## src/olpd_pkg.sv

```systemverilog
// olpd_pkg: shared types and codes for the ordered list push/pop/delete unit.
// Used by olpd_ctrl, olpd_dp and ordered_list_push_pop_delete_unit; no dependencies.
`timescale 1ns / 1ps

package olpd_pkg;

  // request codes on req_type
  typedef enum logic [1:0] {
    REQ_PUSH   = 2'd0,
    REQ_POP    = 2'd1,
    REQ_DELETE = 2'd2
  } req_e;

  // result status codes
  typedef enum logic [1:0] {
    ST_DONE    = 2'd0,
    ST_NOTHING = 2'd1,
    ST_FULL    = 2'd2
  } stat_e;

  // controller states
  typedef enum logic [1:0] {
    S_IDLE,
    S_EXEC,
    S_POP_WAIT,
    S_SHIFT
  } state_e;

  // datapath operations issued by the controller
  typedef enum logic [3:0] {
    OP_NONE,
    OP_LOAD,
    OP_PUSH,
    OP_POP_READ,
    OP_POP_REPLY,
    OP_DEL_SINGLE,
    OP_DEL_FIRST,
    OP_SHIFT,
    OP_SHIFT_LAST,
    OP_REPLY_NOTHING,
    OP_REPLY_FULL
  } op_e;

  // controller -> datapath
  typedef struct packed {
    op_e op;
  } ctl_t;

  // datapath -> controller
  typedef struct packed {
    logic [1:0] req;
    logic       full;
    logic       empty;
    logic       del_ok;
    logic       del_last;
    logic       shift_more;
  } dp_stat_t;

endpackage

```

## src/olpd_ctrl.sv

```systemverilog
// olpd_ctrl: request sequencer for the ordered list unit.
// Depends on olpd_pkg; drives olpd_dp through ctl_t and reads dp_stat_t.
`timescale 1ns / 1ps

module olpd_ctrl (
  input  logic              clk_i,
  input  logic              rst_ni,
  input  logic              start_i,
  input  olpd_pkg::dp_stat_t stat_i,
  output olpd_pkg::ctl_t    ctl_o,
  output logic              busy_o
);
  import olpd_pkg::*;

  state_e state_q, state_d;

  // state register
  always_ff @(posedge clk_i or negedge rst_ni) begin
    if (!rst_ni) begin
      state_q <= S_IDLE;
    end else begin
      state_q <= state_d;
    end
  end

  // next state
  always_comb begin
    state_d = state_q;
    unique case (state_q)
      S_IDLE: begin
        if (start_i) state_d = S_EXEC;
      end
      S_EXEC: begin
        state_d = S_IDLE;
        case (stat_i.req)
          REQ_POP: begin
            if (!stat_i.empty) state_d = S_POP_WAIT;
          end
          REQ_DELETE: begin
            if (stat_i.del_ok && !stat_i.del_last) state_d = S_SHIFT;
          end
          default: state_d = S_IDLE;
        endcase
      end
      S_POP_WAIT: state_d = S_IDLE;
      S_SHIFT: begin
        if (!stat_i.shift_more) state_d = S_IDLE;
      end
      default: state_d = S_IDLE;
    endcase
  end

  // outputs
  always_comb begin
    ctl_o.op = OP_NONE;
    busy_o   = 1'b1;
    unique case (state_q)
      S_IDLE: begin
        busy_o = 1'b0;
        if (start_i) ctl_o.op = OP_LOAD;
      end
      S_EXEC: begin
        case (stat_i.req)
          REQ_PUSH:   ctl_o.op = stat_i.full ? OP_REPLY_FULL : OP_PUSH;
          REQ_POP:    ctl_o.op = stat_i.empty ? OP_REPLY_NOTHING : OP_POP_READ;
          REQ_DELETE: begin
            if (!stat_i.del_ok) begin
              ctl_o.op = OP_REPLY_NOTHING;
            end else if (stat_i.del_last) begin
              ctl_o.op = OP_DEL_SINGLE;
            end else begin
              ctl_o.op = OP_DEL_FIRST;
            end
          end
          default: ctl_o.op = OP_REPLY_NOTHING;
        endcase
      end
      S_POP_WAIT: ctl_o.op = OP_POP_REPLY;
      S_SHIFT:    ctl_o.op = stat_i.shift_more ? OP_SHIFT : OP_SHIFT_LAST;
      default:    ctl_o.op = OP_NONE;
    endcase
  end

endmodule

```

## src/olpd_dp.sv

```systemverilog
// olpd_dp: entry store, count and result registers of the ordered list unit.
// Depends on olpd_pkg; sequenced by olpd_ctrl.
`timescale 1ns / 1ps

module olpd_dp #(
  parameter int CAPACITY = 64
) (
  input  logic               clk_i,
  input  logic               rst_ni,
  input  olpd_pkg::ctl_t     ctl_i,
  input  logic [1:0]         req_type_i,
  input  logic signed [31:0] push_value_i,
  input  logic [5:0]         position_i,
  output olpd_pkg::dp_stat_t stat_o,
  output logic               done_o,
  output logic signed [31:0] popped_value_o,
  output logic [1:0]         status_o,
  output logic [6:0]         entry_count_o
);
  import olpd_pkg::*;

  localparam int AW = $clog2(CAPACITY);
  localparam int CW = $clog2(CAPACITY + 1);
  localparam int EW = CW + 6;

  // entry store, registered read
  logic [31:0] mem_q [CAPACITY];
  logic [31:0] rdata_q;

  // request registers
  logic [1:0]         req_q;
  logic signed [31:0] val_q;
  logic [5:0]         pos_q;

  // list state
  logic [CW-1:0] count_q, count_d;
  logic [AW-1:0] idx_q, idx_d;

  // result registers
  logic               done_q, done_d;
  logic signed [31:0] popped_q, popped_d;
  stat_e              status_q, status_d;

  // derived values
  logic [EW-1:0] pos_ext, pos_p1, count_ext, idx_ext;
  logic [CW-1:0] cnt_m1;
  logic [AW-1:0] idx_p1, idx_p2;
  logic          wr_en, rd_en;
  logic [AW-1:0] waddr, raddr;
  logic [31:0]   wdata;
  logic [CW+6:0] cnt_wide;

  assign pos_ext   = EW'(pos_q);
  assign pos_p1    = pos_ext + EW'(1);
  assign count_ext = EW'(count_q);
  assign idx_ext   = EW'(idx_q);
  assign cnt_m1    = count_q - CW'(1);
  assign idx_p1    = idx_q + AW'(1);
  assign idx_p2    = idx_q + AW'(2);

  // status to controller
  assign stat_o.req        = req_q;
  assign stat_o.full       = (count_q == CW'(CAPACITY));
  assign stat_o.empty      = (count_q == '0);
  assign stat_o.del_ok     = (pos_ext < count_ext);
  assign stat_o.del_last   = (pos_p1 == count_ext);
  assign stat_o.shift_more = ((idx_ext + EW'(2)) < count_ext);

  // operation decode
  always_comb begin
    count_d  = count_q;
    idx_d    = idx_q;
    done_d   = 1'b0;
    popped_d = popped_q;
    status_d = status_q;
    wr_en    = 1'b0;
    waddr    = idx_q;
    wdata    = rdata_q;
    rd_en    = 1'b0;
    raddr    = idx_p2;
    unique case (ctl_i.op)
      OP_PUSH: begin
        wr_en    = 1'b1;
        waddr    = count_q[AW-1:0];
        wdata    = val_q;
        count_d  = count_q + CW'(1);
        done_d   = 1'b1;
        popped_d = '0;
        status_d = ST_DONE;
      end
      OP_POP_READ: begin
        rd_en   = 1'b1;
        raddr   = cnt_m1[AW-1:0];
        count_d = cnt_m1;
      end
      OP_POP_REPLY: begin
        done_d   = 1'b1;
        popped_d = rdata_q;
        status_d = ST_DONE;
      end
      OP_DEL_SINGLE: begin
        count_d  = cnt_m1;
        done_d   = 1'b1;
        popped_d = '0;
        status_d = ST_DONE;
      end
      OP_DEL_FIRST: begin
        rd_en = 1'b1;
        raddr = pos_p1[AW-1:0];
        idx_d = pos_ext[AW-1:0];
      end
      OP_SHIFT: begin
        wr_en = 1'b1;
        rd_en = 1'b1;
        idx_d = idx_p1;
      end
      OP_SHIFT_LAST: begin
        wr_en    = 1'b1;
        count_d  = cnt_m1;
        done_d   = 1'b1;
        popped_d = '0;
        status_d = ST_DONE;
      end
      OP_REPLY_NOTHING: begin
        done_d   = 1'b1;
        popped_d = '0;
        status_d = ST_NOTHING;
      end
      OP_REPLY_FULL: begin
        done_d   = 1'b1;
        popped_d = '0;
        status_d = ST_FULL;
      end
      default: ;
    endcase
  end

  // store write and registered read
  always_ff @(posedge clk_i) begin
    if (wr_en) mem_q[waddr] <= wdata;
    if (rd_en) rdata_q <= mem_q[raddr];
  end

  // request capture
  always_ff @(posedge clk_i) begin
    if (ctl_i.op == OP_LOAD) begin
      req_q <= req_type_i;
      val_q <= push_value_i;
      pos_q <= position_i;
    end
  end

  // shift index and result payload
  always_ff @(posedge clk_i) begin
    idx_q    <= idx_d;
    popped_q <= popped_d;
    status_q <= status_d;
  end

  // control state
  always_ff @(posedge clk_i or negedge rst_ni) begin
    if (!rst_ni) begin
      count_q <= '0;
      done_q  <= 1'b0;
    end else begin
      count_q <= count_d;
      done_q  <= done_d;
    end
  end

  // outputs; the count port carries the low seven bits
  assign cnt_wide       = {7'b0, count_q};
  assign done_o         = done_q;
  assign popped_value_o = popped_q;
  assign status_o       = status_q;
  assign entry_count_o  = cnt_wide[6:0];

endmodule

```

## src/ordered_list_push_pop_delete_unit.sv

```systemverilog
// Ordered list push/pop/delete unit: top level joining olpd_ctrl and olpd_dp.
// Depends on olpd_pkg, olpd_ctrl and olpd_dp.
`timescale 1ns / 1ps

// A request word is taken when start_i is high and busy_o is low; exactly one
// result word follows, shown for a single cycle with done_o high, and the
// receiver cannot stall it. A push, a failed pop or push, a delete out of
// range, the unused request code and a delete of the tail entry are answered
// straight from the execute state; a successful pop first makes one
// registered read of the store. Deleting position p from a list moves the
// entries above p down one per cycle, each read from the store and written
// back one place lower. busy_o drops in the cycle done_o is shown, so a new
// request may be taken then. entry_count_o is the list size, valid with
// done_o. The store needs no clearing after reset.
module ordered_list_push_pop_delete_unit #(
  parameter int CAPACITY = 64
) (
  input  logic               clk_i,
  input  logic               rst_ni,
  input  logic               start_i,
  output logic               busy_o,
  input  logic [1:0]         req_type_i,
  input  logic signed [31:0] push_value_i,
  input  logic [5:0]         position_i,
  output logic               done_o,
  output logic signed [31:0] popped_value_o,
  output logic [1:0]         status_o,
  output logic [6:0]         entry_count_o
);
  import olpd_pkg::*;

  ctl_t     ctl;
  dp_stat_t stat;

  // sequencer
  olpd_ctrl u_ctrl (
    .clk_i   (clk_i),
    .rst_ni  (rst_ni),
    .start_i (start_i),
    .stat_i  (stat),
    .ctl_o   (ctl),
    .busy_o  (busy_o)
  );

  // store and result registers
  olpd_dp #(
    .CAPACITY (CAPACITY)
  ) u_dp (
    .clk_i          (clk_i),
    .rst_ni         (rst_ni),
    .ctl_i          (ctl),
    .req_type_i     (req_type_i),
    .push_value_i   (push_value_i),
    .position_i     (position_i),
    .stat_o         (stat),
    .done_o         (done_o),
    .popped_value_o (popped_value_o),
    .status_o       (status_o),
    .entry_count_o  (entry_count_o)
  );

`ifndef SYNTHESIS
  // a result is shown for one cycle only
  a_done_pulse: assert property (@(posedge clk_i) disable iff (!rst_ni)
    done_o |=> !done_o)
    else $error("done_o held for more than one cycle");

  // an accepted word keeps the unit busy in the next cycle
  a_accept_busy: assert property (@(posedge clk_i) disable iff (!rst_ni)
    (start_i && !busy_o) |=> busy_o)
    else $error("busy_o not raised after accept");

  // a result comes only once the unit is free again
  a_done_idle: assert property (@(posedge clk_i) disable iff (!rst_ni)
    done_o |-> !busy_o)
    else $error("done_o while busy");

  // only a successful pop returns a value
  a_popped_zero: assert property (@(posedge clk_i) disable iff (!rst_ni)
    (done_o && status_o != ST_DONE) |-> (popped_value_o == '0))
    else $error("nonzero popped value on failed request");
`endif

endmodule
```

## config.mk

```make
export PLATFORM = sky130hd
export DESIGN_NAME = ordered_list_push_pop_delete_unit
export DESIGN_NICKNAME = d
export VERILOG_FILES = /design/src/olpd_pkg.sv /design/src/olpd_ctrl.sv /design/src/olpd_dp.sv /design/src/ordered_list_push_pop_delete_unit.sv
export SDC_FILE = /design/constraint.sdc
export NUM_CORES = 2
export LEC_CHECK = 0
export BUFFER_PORTS_ARGS = -buffer_cell sky130_fd_sc_hd__buf_2
export CAP_MARGIN = 0
export CORE_MARGIN = 2
export CORE_UTILIZATION = 55
export CTS_BUF_LIST = sky130_fd_sc_hd__clkbuf_4
export DETAILED_ROUTE_END_ITERATION = 8
export GPL_TIMING_DRIVEN = 0
export PLACE_DENSITY = 0.8
export SYNTH_ARGS = -nofsm -noshare
export SYNTH_HDL_FRONTEND = slang
export SYNTH_SLANG_ARGS = --single-unit
```

## constraint.sdc

```tcl
create_clock -name clk_i -period 8.97 [get_ports clk_i]
set_clock_uncertainty 0.15 [all_clocks]
set_input_delay 1.794 -clock clk_i [delete_from_list [all_inputs] [get_ports clk_i]]
set_output_delay 1.794 -clock clk_i [all_outputs]
set_load 0.1 [all_outputs]
```

* Yosys cells after proc, flatten, opt, wreduce, memory -nomap -nowiden
Memory sizes are Yosys's and may differ from the RTL's. A register that Yosys moved wholly into a read port is not among the register bits.
Index checks and enable logic that the tools add are counted.
** Word-level totals
- RAM bits :: 2048
- Input port bits :: 43
- Register bits after elaboration :: 90
- Memories kept :: 1
** Operators by class
- Eq/ne operators :: 19
- $add $sub $neg :: 6
- Mux-type cells :: 27
- Reductions and logical operators :: 16
- Magnitude comparators :: 2
** Memories
- u_dp.mem_q :: words 64, bits a word 32, read ports 1, clocked after memory_dff 1, wr ports 1, RTL line olpd_dp.sv:27 : logic [31:0] mem_q [CAPACITY];
** Operator list (count)
- one-hot mux 32 bit (2 select lines) :: 1
- 2-to-1 mux 32 bit :: 1
- one-hot mux 6 bit (2 select lines) :: 2
- equality test 4 x 3 -> 1 bit, second input constant :: 4
- 2-to-1 mux 4 bit :: 4
- one-hot mux 4 bit (4 select lines) :: 1
- one-hot mux 7 bit (2 select lines) :: 1
- equality test 13 x 7 -> 1 bit :: 1
- less-than comparator 13 x 7 -> 1 bit :: 1
- equality test 4 bit, second input constant :: 3
- one-hot mux 4 bit (3 select lines) :: 1
- 2-to-1 mux 2 bit :: 5
- OR reduction 3 bit :: 3
- equality test 4 x 2 -> 1 bit, second input constant :: 2
- one-hot mux 2 bit (4 select lines) :: 1
- adder 6 x 1 -> 7 bit, second input constant :: 1
- adder 6 x 2 -> 7 bit, second input constant :: 1
- adder 7 x 1 -> 7 bit, second input constant :: 1
- equality test 7 bit, second input constant :: 1
- logical NOT 7 bit :: 1
- less-than comparator 6 x 7 -> 1 bit :: 1
- 2-to-1 mux 1 bit :: 7
- subtractor 7 x 1 -> 7 bit, second input constant :: 1
- adder 6 x 1 -> 6 bit, second input constant :: 1
- other kinds (17) :: 24

* Logic depth before layout (Yosys ltp)
- Depth in word-level cells :: 11
- Gate-level depth with buffers :: 20

* By module
From an unflattened synthesis, not the netlist that was laid out.
** Second synthesis, totals
- Cell total of the unflattened synthesis :: 5789
- Area total of the unflattened synthesis :: 84791.3 µm²
** By module, submodules not included
- olpd_dp :: times used 1, area each 84473.5 µm², sequential area each 65062.4 µm², cells each 5752
- olpd_ctrl :: times used 1, area each 317.8 µm², sequential area each 50.0 µm², cells each 37

* Worst setup path before layout
Ideal clock, no wire load.
- Path type :: register to register
- From :: register u_dp.count_q[4], in the netlist u_dp.entry_count_o[4]
- To :: memory u_dp.mem_q[53][0], enable pin
- Setup time :: 0.421 ns
- Stages on the path, launching flop included :: 16
- Required time :: 8.399 ns
- Path slack :: 3.059 ns
- Arrival :: 5.340 ns
- Cell sequence :: dfrtp_1 buf_2 inv_1 ha_1 a211oi_1 nor3_1 o21ai_0 nand4_1 nor2_1 and3_1 clkbuf_1 clkbuf_1 nand3_1 o31ai_1 nand2_1 nor2_1
** Between the ends
- Longest elaborated chain between the ends :: 10
- Elaborated cells on any way between the ends :: 20
- Classes of those cells :: 2 x order compare; 5 x eq/ne; 11 x mux; 2 x reduce/logical
** RTL lines
- from (decl) :: RTL line olpd_dp.sv:36 : logic [CW-1:0] count_q, count_d;
- from (signal assigned) :: RTL line olpd_dp.sv:166 : count_q <= count_d;
- branches (longest 10 deep; another with less-than comparator 6 x 7 -> 1 bit)
- to (decl) :: RTL line olpd_dp.sv:27
Several ways; the timed one is not identified.

* Worst setup path after layout
- From :: register u_dp.idx_q[1]
- To :: register u_dp.rdata_q[12], read port of u_dp.mem_q (data pin)
** Between the ends
- Longest elaborated chain between the ends :: 7
- Elaborated cells on any way between the ends :: 11
- Classes of those cells :: 2 x add/sub; 1 x order compare; 3 x eq/ne; 4 x mux; 1 x reduce/logical
** RTL lines
- from (decl) :: RTL line olpd_dp.sv:37 : logic [AW-1:0] idx_q, idx_d;
- from (signal assigned) :: RTL line olpd_dp.sv:155 : idx_q <= idx_d;
- adder 6 x 2 -> 7 bit :: RTL line olpd_dp.sv:67 : assign stat_o.shift_more = ((idx_ext + EW'(2)) < count_ext);
- less-than comparator 13 x 7 -> 1 bit :: RTL line olpd_dp.sv:67
- 2-to-1 mux 4 bit :: RTL line olpd_ctrl.sv:79 : S_SHIFT: ctl_o.op = stat_i.shift_more ? OP_SHIFT : OP_SHIFT_LAST;
- one-hot mux 4 bit (4 select lines) :: RTL line olpd_ctrl.sv:57 : unique case (state_q)
- equality test 4 x 3 -> 1 bit / equality test 4 x 2 -> 1 bit (equally long branches) :: RTL line olpd_dp.sv:81 : unique case (ctl_i.op)
- OR reduction 3 bit (no source line)
- 2-to-1 mux 1 bit :: RTL line olpd_dp.sv:81
- to (decl) :: RTL line olpd_dp.sv:28 : logic [31:0] rdata_q;
Several ways; a longest one is shown, not always the timed one.
A chain may end at the register's enable or synchronous reset.

==> flow_metrics.tcl <==
set metrics [dict create \
    hold_slack_ns 0.185 \
    r2r_setup_slack_ns 1.16 \
    worstRegToRegCells 18 \
    first_pass_iters 9 \
    synth_nets 4781 \
    max_slew_margin_pct 2.69 \
    crit_arrival_ns 8.69 \
    fin_setup_tns_ns 0 \
    postCtsResizedCells 0 \
    max_slew.worst_pin.slew_ns 1.45 \
    netlist_area_um2 84600 \
    synth_area_leaders "edfxtp_1, mux4_2, mux2i_1" \
    pre_cts_ws_ns 1.60 \
    placed_cells 6931 \
    vias_per_cell 6.63 \
    slew_violations 0 \
    cts-root-buf "clkbuf_4" \
    required_ns 9.85 \
    detail-route-antenna-nets 0 \
    drtIter0Drc 9329 \
    cts_tree "done" \
    hold_viol 0 \
    avgSynthCellArea_um2 17.9 \
    synth_warnings 0 \
    cp-end-kind "flip-flop" \
    finalCritPeriodShare_pct 87.0 \
    rsz0062_at_grt "no" \
    synth_edf_count 2160 \
    num_io_pins 86 \
    dp_hpwl_mm 161 \
    dieArea_um2 157000 \
    r2r-start "u_dp.idx_q[1]$_DFFE_PP_" \
    violations "DRC" \
    fin_crit_ns 7.81 \
    synthTopCellsByCount "edfxtp_1, nand2_1, mux2i_1" \
    vias 51773 \
    drc 2 \
    synth_top_area_share_pct 76.7 \
    utilization_pct 63.4 \
    synth_cell_types 77 \
    dieHeight_um 396 \
    placementRows 143 \
    critPathKind "flip-flop to flip-flop" \
    cts.sinks 2170 \
    r2r_end "u_dp.rdata_q[12]$_DFFE_PP_" \
    cts_buffer_depth 4 \
    grt_pass1_wl_mm 345 \
    worst_slack_ns 1.16 \
    hp-class "input port to asynchronous set/reset pin" \
    fmax_mhz 128 \
    yosysTopAreaCell "edfxtp_1" \
    globalRouteOverflowTotal 0 \
    cellPowerDensity_nw_per_um2 273 \
    synth-seq-area-share_pct 77.0 \
    dieWidth_um 396 \
    postCtsHoldBufs 0 \
    path_max_fanout 10 \
    setup_violations 0 \
    grt_pass1_vias 51286 \
    leakage_nw 32.1 \
    final_nets 5507 \
    cp-start-kind "flip-flop" \
    status "finished, violations left" \
    async_flop_share_pct 0.461 \
    path_clk_slew_ns 0.06 \
    yosysMostFrequentCell "edfxtp_1" \
    drv_cap 0 \
    stdcell_count 7812 \
    synth_cells 4717 \
    peakVddDrop_uv 188 \
    cts_setup_buffers 0 \
    clk_latency_ns 1.35 \
    cts_made_buffers 539 \
    cts.htree.levels 6 \
    area_growth_pct 14.1 \
    routedWlPerCell_um 31.2 \
    grt_antenna_before_repair 14 \
    track_usage_pct 30.9 \
    io_buffers 85 \
    ys_ff_latch 2170 \
    layout-drive-gt1-share_pct 25.7 \
    initial_core_util_pct 55.6 \
    finalWeightedCongestion 0.953 \
    synth-main-ff-cell "edfxtp_1" \
    grt_max_degree 65 \
    core_region_area_um2 152000 \
    drt-total-wl_mm 244 \
]
## layout by cell type (no fill, tap or decap), types with 20 or more instances in the layout
cell	instances
a21oi_1	36
a22oi_1	72
a31oi_1	73
a32oi_1	55
and2_1	35
and3_1	41
buf_1	31
buf_12	98
buf_2	172
buf_4	24
clkbuf_1	121
clkbuf_4	755
clkinv_1	89
edfxtp_1	2160
ha_1	21
mux2_2	22
mux2i_1	295
mux4_2	250
nand2_1	535
nand2_2	32
nand3_1	165
nand4_1	111
nor2_1	71
nor2_4	64
o21ai_0	87
o22ai_1	92
o2bb2ai_1	37
xnor2_1	20
## cell type report
type | count | area (um^2)
Buffer | 269 | 1260
Timing Repair Buffer | 185 | 2400
Inverter | 16 | 60.1
Fill cell | 9927 | 55700
Clock inverter | 117 | 666
Clock buffer | 755 | 5670
Sequential cell | 2170 | 65100
Tap cell | 2030 | 2540
Multi-Input combinational cell | 2262 | 18800
Antenna cell | 8 | 20.0
## how the worst max path moves through the flow
| stage | startpoint | to | slack, ns | cells after the start |
|---|---|---|---|---|
| after global placement | u_dp.idx_q[2]$_DFFE_PP_ | u_dp.mem_q[33][23]$_DFFE_PP_ | 0.88 | 16 |
| after floorplan | u_dp.entry_count_o[4]$_DFFE_PN0P_ | u_dp.mem_q[53][0]$_DFFE_PP_ | 3.06 | 15 |
| after CTS | u_dp.idx_q[1]$_DFFE_PP_ | u_dp.rdata_q[8]$_DFFE_PP_ | 1.55 | 18 |
| after detailed placement | u_dp.idx_q[1]$_DFFE_PP_ | u_dp.rdata_q[12]$_DFFE_PP_ | 1.60 | 18 |
| after global routing | u_dp.idx_q[1]$_DFFE_PP_ | u_dp.rdata_q[12]$_DFFE_PP_ | 0.90 | 18 |
| final | u_dp.idx_q[1]$_DFFE_PP_ | u_dp.rdata_q[12]$_DFFE_PP_ | 1.16 | 18 |
## state kept, by name, summed over array words and instances, names as in the netlist, 2 cells and up
register and flops:
u_dp.popped_value_o 32, u_dp.entry_count_o 7, u_dp.idx_q 6, u_ctrl.state_q 2
u_dp.val_q 32, u_dp.req_q 2, u_dp.pos_q 6, u_dp.mem_q 2048
u_dp.rdata_q 32, u_dp.status_o 2
## metal layers
metal / global-route usage (%) / up-vias / part of all wire (%)
met5: 0 / - / 0.021
met4: 18.9 / 8 / 6.8
met3: 9.47 / 927 / 14
met2: 46.9 / 4709 / 46
met1: 39.2 / 25418 / 33
li1: - / 20711 / -
## report_power, final
part | switching [W] | internal (W)
clock network | 0.00379 | 0.00408
registers | 0.0000893 | 0.0122
logic | 0.00458 | 0.00161
total | 0.00846 | 0.0179
## per-stage QoR
step	cell area [um^2]	total power (W)
floorplan	84600	0.0161
global placement	87600	0.0182
detailed placement	90200	0.0185
CTS	96500	0.0262
global route	96500	0.0271
finish	96500	0.0264
## cell families after synthesis
group / Yosys count / share of synthesized area [%]
fa+ha+maj: 21 / 0.311
buf+inv: 285 / 1.56
flops: 2170 / 77.0
compound gates: 539 / 4.51
simple gates: 1107 / 5.92
xor+xnor: 28 / 0.308
mux: 567 / 10.4
## critical path: stages, from the launching register on
cell,delay [ns]
edfxtp_1,0.48
ha_1,0.28
nand3_1,0.11
xnor2_1,0.48
ha_1,0.21
nand2_1,0.06
o21ai_0,0.36
a211oi_1,0.13
o21ai_0,0.44
a21oi_1,0.22
o311ai_2,0.51
buf_2,0.47
buf_1,1.01
clkbuf_1,0.65
mux4_2,0.43
a22oi_1,0.22
nand3_1,0.35
nor2_1,0.62
nand4_1,0.24
Power figures use the tool's default switching activity.
